--- src/design/wtr_pkg.sv ---
// shared types and helpers for the weighted translation residual block
package wtr_pkg;

  localparam int unsigned RowW = 63;
  localparam int unsigned EntW = 21;
  localparam int unsigned IdxW = 3;
  localparam int unsigned FifoDepthDef = 4;

  typedef enum logic [IdxW-1:0] {
    REG_ROT0 = 3'd0,
    REG_ROT1 = 3'd1,
    REG_ROT2 = 3'd2,
    REG_TX   = 3'd3,
    REG_TY   = 3'd4,
    REG_TZ   = 3'd5
  } reg_idx_e;

  typedef struct packed {
    logic signed [31:0] point_x;
    logic signed [31:0] point_y;
    logic signed [31:0] point_z;
    logic signed [31:0] image_u;
    logic signed [31:0] image_v;
    logic        [30:0] cov_xx;
    logic        [30:0] cov_yy;
    logic        [30:0] cov_zz;
    logic signed [31:0] cov_xy;
    logic signed [31:0] cov_xz;
    logic signed [31:0] cov_yz;
  } in_item_t;

  typedef struct packed {
    logic signed [31:0] resid_u;
    logic signed [31:0] resid_v;
    logic        [30:0] weight_u;
    logic        [30:0] weight_v;
    logic signed [31:0] jac_u_tz;
    logic signed [31:0] jac_v_tz;
  } out_item_t;

  // per-axis quantities after the front end
  typedef struct packed {
    logic signed [31:0] dr0;
    logic signed [31:0] dr1;
    logic signed [31:0] dr2;
    logic signed [31:0] c;
    logic signed [31:0] t_a;
  } axis_t;

  typedef struct packed {
    axis_t              ax_u;
    axis_t              ax_v;
    logic signed [31:0] px;
    logic signed [31:0] py;
    logic signed [31:0] pz;
    logic signed [31:0] cxx;
    logic signed [31:0] cyy;
    logic signed [31:0] czz;
    logic signed [31:0] cxy;
    logic signed [31:0] cxz;
    logic signed [31:0] cyz;
    logic signed [31:0] tz;
  } work_t;

  function automatic logic signed [31:0] sat32(input logic signed [79:0] x);
    if (x > 80'sd2147483647) return 32'sh7fffffff;
    if (x < -80'sd2147483648) return 32'sh80000000;
    return x[31:0];
  endfunction

endpackage

--- src/design/wtr_fifo.sv ---
// short queue between the front and back ends
module wtr_fifo #(
  parameter int unsigned Depth = wtr_pkg::FifoDepthDef
) (
  input  logic           clk_i,
  input  logic           rst_ni,
  input  logic           push_i,
  input  wtr_pkg::work_t data_i,
  input  logic           pop_i,
  output logic           empty_o,
  output wtr_pkg::work_t data_o
);
  import wtr_pkg::*;

  localparam int unsigned AW = (Depth > 1) ? $clog2(Depth) : 1;

  work_t         mem_q [Depth];
  logic [AW-1:0] wp_q, rp_q;
  logic [AW:0]   cnt_q;

  always_ff @(posedge clk_i or negedge rst_ni) begin
    if (!rst_ni) begin
      wp_q  <= '0;
      rp_q  <= '0;
      cnt_q <= '0;
    end else begin
      if (push_i) wp_q <= (wp_q == AW'(Depth - 1)) ? '0 : wp_q + 1'b1;
      if (pop_i)  rp_q <= (rp_q == AW'(Depth - 1)) ? '0 : rp_q + 1'b1;
      cnt_q <= cnt_q + (AW+1)'(push_i) - (AW+1)'(pop_i);
    end
  end

  always_ff @(posedge clk_i) begin
    if (push_i) mem_q[wp_q] <= data_i;
  end

  assign empty_o = (cnt_q == '0);
  assign data_o  = mem_q[rp_q];
endmodule

--- config.mk ---
export PLATFORM = sky130hd
export DESIGN_NAME = wtr_fifo
export DESIGN_NICKNAME = d
export VERILOG_FILES = /design/src/design/wtr_pkg.sv /design/src/design/wtr_fifo.sv
export SDC_FILE = /design/constraint.sdc
export NUM_CORES = 2
export LEC_CHECK = 0
export BUFFER_PORTS_ARGS = -buffer_cell sky130_fd_sc_hd__buf_4
export CORE_ASPECT_RATIO = 1.2
export CORE_MARGIN = 5
export CORE_UTILIZATION = 25
export CTS_BUF_LIST = sky130_fd_sc_hd__clkbuf_4
export DETAILED_ROUTE_END_ITERATION = 10
export PLACE_DENSITY = 0.5
export SYNTH_ARGS = -nofsm -noshare
export SYNTH_HDL_FRONTEND = slang
export SYNTH_SLANG_ARGS = --single-unit
--- constraint.sdc ---
create_clock -name clk_i -period 18.1 [get_ports clk_i]
set_clock_uncertainty 0.1 [all_clocks]
set_input_delay 0.905 -clock clk_i [delete_from_list [all_inputs] [get_ports clk_i]]
set_output_delay 0.905 -clock clk_i [all_outputs]
set_load 0.05 [all_outputs]
# Word level (Yosys, flattened, before mapping)
# Memory sizes are Yosys's and may differ from the RTL's.
# Index checks and enable logic that the tools add are counted.
# word_totals
wordCells	15
n_memories	1
reg_bits	7
out_inout_bits	641
ram_bits	2560
inputBits	644
# op_classes
add_sub_neg	4
n_eq_ne	2
n_reduce_logical	1
mux	4
# memory_table
memory	words	width	rd	rd_clocked_by_memory_dff	wr	line	source
mem_q	4	640	1	0	1	wtr_fifo.sv:17	work_t mem_q [Depth];
# ops
op	count
$add A2 B1 Y2 const B	2
$eq A2 B2 Y1 const B	2
$mux W2	2
$add A3 B1 Y3	1
$logic_not A3 Y1	1
$sub A3 B1 Y3	1
$mux W1	2

# Longest topological paths before layout
# logic_depth
word_depth	2
mapped_depth	8
depth_no_buf	8

# Worst setup path before layout
# Ideal clock, no wire load.
# synth_timing
path_type	input to register
startpoint	input push_i
endpoint	memory mem_q[2][0] (netlist bit), enable pin
stages	1
t_required_ns	16.912
setup_time_ns	1.088
arrival_time_ns	15.249
slack_ns	1.663
n_path_buf	0
cell_sequence	and2_1
# synth_via
elab_chain_cells	2
# synth_rtl
item	line	source
start, declared	wtr_fifo.sv:7	input logic push_i,
$mux W1	wtr_fifo.sv:34	if (push_i) mem_q[wp_q] <= data_i;
$mux W1 (implied by the code)	wtr_fifo.sv:34	
end, declared	wtr_fifo.sv:17	
# Every way passes these cells.

==> run_results.csv <==
group,metric,value,unit
drt,viasPerCell,4.20,
power_and_ir_drop,p_total,21800,µW
global_route,antenna_found_initial,144,
synthesis,synth_seq_cells,2567,
floorplanning,die_w,566,µm
sta,grt_setup_unrepaired,"false",
drt,drc_errors,0,
cells_and_area,stdcell_count,11900,
drt,wl,286000,µm
synthesis,avgSynthCellArea,27.4,µm²
placed_design,gp_congestion,0.780,
setup_path,cpMostUsedCell,"buf_4",
cells_and_area,multi_input_area,14600,µm²
drt,via_count,50000,
setup_path,critical_path_class,"flop to primary output",
power_and_ir_drop,power_density,170,nW/µm²
floorplanning,io_pins,1285,
drt,drtIter0Drc,3005,
setup_path,cpPeakStageDelay,0.92,ns
global_route,grt_pass1_wl,404000,µm
power_and_ir_drop,vdd.ir_drop.worst,0.156,mV
placed_design,portBuffers,1284,
floorplanning,num_rows,245,
power_and_ir_drop,pwr-share-seq,35.9,%
cells_and_area,design_area,129000,µm²
floorplanning,coreArea,370000,µm²
placed_design,hpwl,191000,µm
sta,hold_violations,0,
synthesis,seq_area_frac_synth,83.1,%
sta,post-route-period-util,42.1,%
worst_hold_path,hold_class,"input pin to flop",
power_and_ir_drop,swShare,40.5,%
placed_design,dp_cells,9518,
cells_and_area,final_nets,7090,
cells_and_area,regArea,77100,µm²
sta,fin_tns_setup,0,ns
synthesis,syn_nets,4030,
power_and_ir_drop,p_leak,0.0441,µW
synthesis,synth_top_area_share,82.9,%
power_and_ir_drop,p_int,13000,µW
setup_path,r2r-start,"wp_q[1]",
sta,fin_crit,7.61,ns
synthesis,synth_common_cells,"edfxtp_1 (2560), mux4_2 (640), buf_2 (45), buf_6 (43), buf_4 (27)",
setup_path,path_cells,"buf_4, buf_4, buf_4, buf_4, buf_4, mux4_2, buf_4",
power_and_ir_drop,pwr-share-comb,42.0,%
cts,clk_pin_slew,0.07,ns
cts,cts-root-buf,"clkbuf_4",
global_route,grt_max_degree,132,
setup_path,arrival,6.61,ns
cts,htreeDepth,6,
sta,tightest_slew,1.16,ns
global_route,gr-total-overflow,0,
setup_path,reg2regPathDepth,7,
synthesis,syn_area,92700,µm²
synthesis,synthArstFlopShare,0.273,%
cts,cts_sinks,2567,
cells_and_area,fillCellCount,35300,
cts,cts_max_path_buffers,4,
sta,setup_viol,0,
sta,max_freq,131,MHz
global_route,grt_pass1_vias,54900,
synthesis,synth.distinct_cells,19,
sta,slew_viol_final,0,
synthesis,yosysWarnings,0,
drt,wl_per_cell,24.0,µm
setup_path,critPathRequiredTime,17.09,ns
synthesis,ys.flop_type,"edfxtp_1",
setup_path,worstSetupStartpointType,"flop",
cts,clk_latency,1.38,ns
cells_and_area,utilization,34.7,%
setup_path,critical-path-slowest-cell,"dfrtp_4",
cells_and_area,drive_gt1_share,43.6,%
setup_path,setup.worst_path.end,"data_o[332]",
setup_path,worst_setup_path_end_kind,"primary output",
synthesis,ys_top_cells_by_area,"edfxtp_1 (83%), mux4_2 (16%), buf_6 (0.52%)",
setup_path,rrSetupSlack,13.10,ns
cts,cts_tree,"built",
synthesis,post-synth-top-count-cell,"edfxtp_1",
cells_and_area,areaGrowthSynthToFinish,38.6,%
floorplanning,dieArea,383000,µm²
cts,ctsResizeCount,0,
status,status,"completed",
flow_run,drv_cap,0,
setup_path,crit_fanout,61,
placed_design,dpl-instance-area,108000,µm²
cts,numCtsBuffers,658,
floorplanning,start_util,25.0,%
drt,dr.pass1.iters,5,
synthesis,synth_cells,3378,
setup_path,r2r-end,"mem_q[1][391]",
drt,antenna_left,0,
setup_path,crit_path_start,"rp_q[1]",
power_and_ir_drop,p_sw,8840,µW
floorplanning,die-height,677,µm
synthesis,synth_top_area_cell,"edfxtp_1",
synthesis,synth_edf_count,2560,
power_and_ir_drop,clockPowerShare,22.1,%
sta,slew_headroom,22.5,%
global_route,grt_usage,14.4,%
==> flip-flops by register name, summed over array words and instances, names as in the netlist <==
signal / cells
rp_q: 2
wp_q: 2
mem_q: 2560
cnt_q: 3
==> cell usage in the layout, fill, tap and decap left out <==
cell type,n
nor3_1,1
dfrtp_4,2
clkinv_4,11
clkinv_1,108
mux2_2,2
dfrtp_1,5
clkbuf_4,933
inv_8,4
o21ai_0,2
buf_12,16
nor2_1,1
buf_4,1327
inv_1,6
clkinvlp_4,15
edfxtp_1,2560
bufinv_16,5
or3b_2,1
nand2_1,1
fa_1,1
clkinv_2,24
mux4_2,640
and2_4,4
clkinv_8,3
dlygate4sd3_1,1200
ha_1,7
xnor2_1,2
diode_2,75
inv_6,19
inv_2,1
==> layout make-up <==
class	instances	share of cell area, %
Antenna cell	75	0.146
Clock buffer	933	5.45
Clock inverter	190	0.894
Inverter	6	0.0175
Multi-Input combinational cell	662	11.4
Sequential cell	2567	60.0
Tap cell	4940	4.81
Timing Repair Buffer	2543	17.3
==> stage by stage <==
| step | hold slack [ns] | setup slack [ns] |
|---|---|---|
| finish | 0.267 | 10.49 |
| global placement | 0.418 | 11.75 |
| global route | -0.00167 | 9.94 |
| detailed placement | 0.457 | 11.74 |
| floorplan | 0.403 | 1.66 |
| CTS | 0.000316 | 10.04 |
==> critical path, delay by kind of cell (launching register included) <==
family                 cells  cell delay (ns)
buffers and inverters      6             3.60
DFF                        1             0.92
muxes                      1             0.45
==> routing by layer <==
layer | routed length [µm] | part of all wire, % | up-vias | global-route usage, %
met1 | 103000 | 36 | 25900 | 15.6
met2 | 150000 | 53 | 1920 | 26.2
met5 | 476 | 0.17 | - | 0
met4 | 9170 | 3.2 | 72 | 4.45
li1 | - | - | 21500 | -
met3 | 22900 | 8.0 | 600 | 5.23
==> timing repair <==
| item | CTS | global route |
|---|---|---|
| hold buffers | 1200 | 0 |
| setup buffers | 0 | 0 |
| endpoints found under the hold margin | 2616 | 0 |
==> power by group through the flow <==
stage / Clock (µW) / Combinational [µW] / Sequential [µW]
final: 4830 / 9160 / 7840
after global routing: 5360 / 9520 / 7910
after CTS: 5030 / 9390 / 7850
after detailed placement: 0 / 9120 / 7980
after global placement: 0 / 9140 / 7940
after floorplan: 0 / 6140 / 8590
==> worst min-delay path by stage <==
stage                      startpoint            end  slack (ns)  depth (start not counted)
after floorplan              cnt_q[1]       cnt_q[2]        0.40                          1
after global placement       cnt_q[1]       cnt_q[2]        0.42                          1
after detailed placement     cnt_q[1]       cnt_q[2]        0.46                          1
after CTS                 data_i[581]  mem_q[3][581]      0.0003                          2
after global routing       data_i[76]   mem_q[3][76]      -0.002                          2
final                      data_i[77]   mem_q[3][77]        0.27                          2
==> kinds of logic (layout without fill, tap and decap cells) <==
kind of cell,after synthesis,after routing,share of synthesized area [%]
other,0,75,0
multiplexers,642,642,15.6
AO/OA/AOI/OAI,2,2,0.0108
XOR/XNOR,2,2,0.0189
AND/OR/NAND/NOR,8,8,0.0499
flip-flops,2567,2567,83.1
buffers and inverters,149,3672,1.12
adder cells (fa/ha/maj),8,8,0.116
Note: power is estimated with default switching activity, not from simulation.
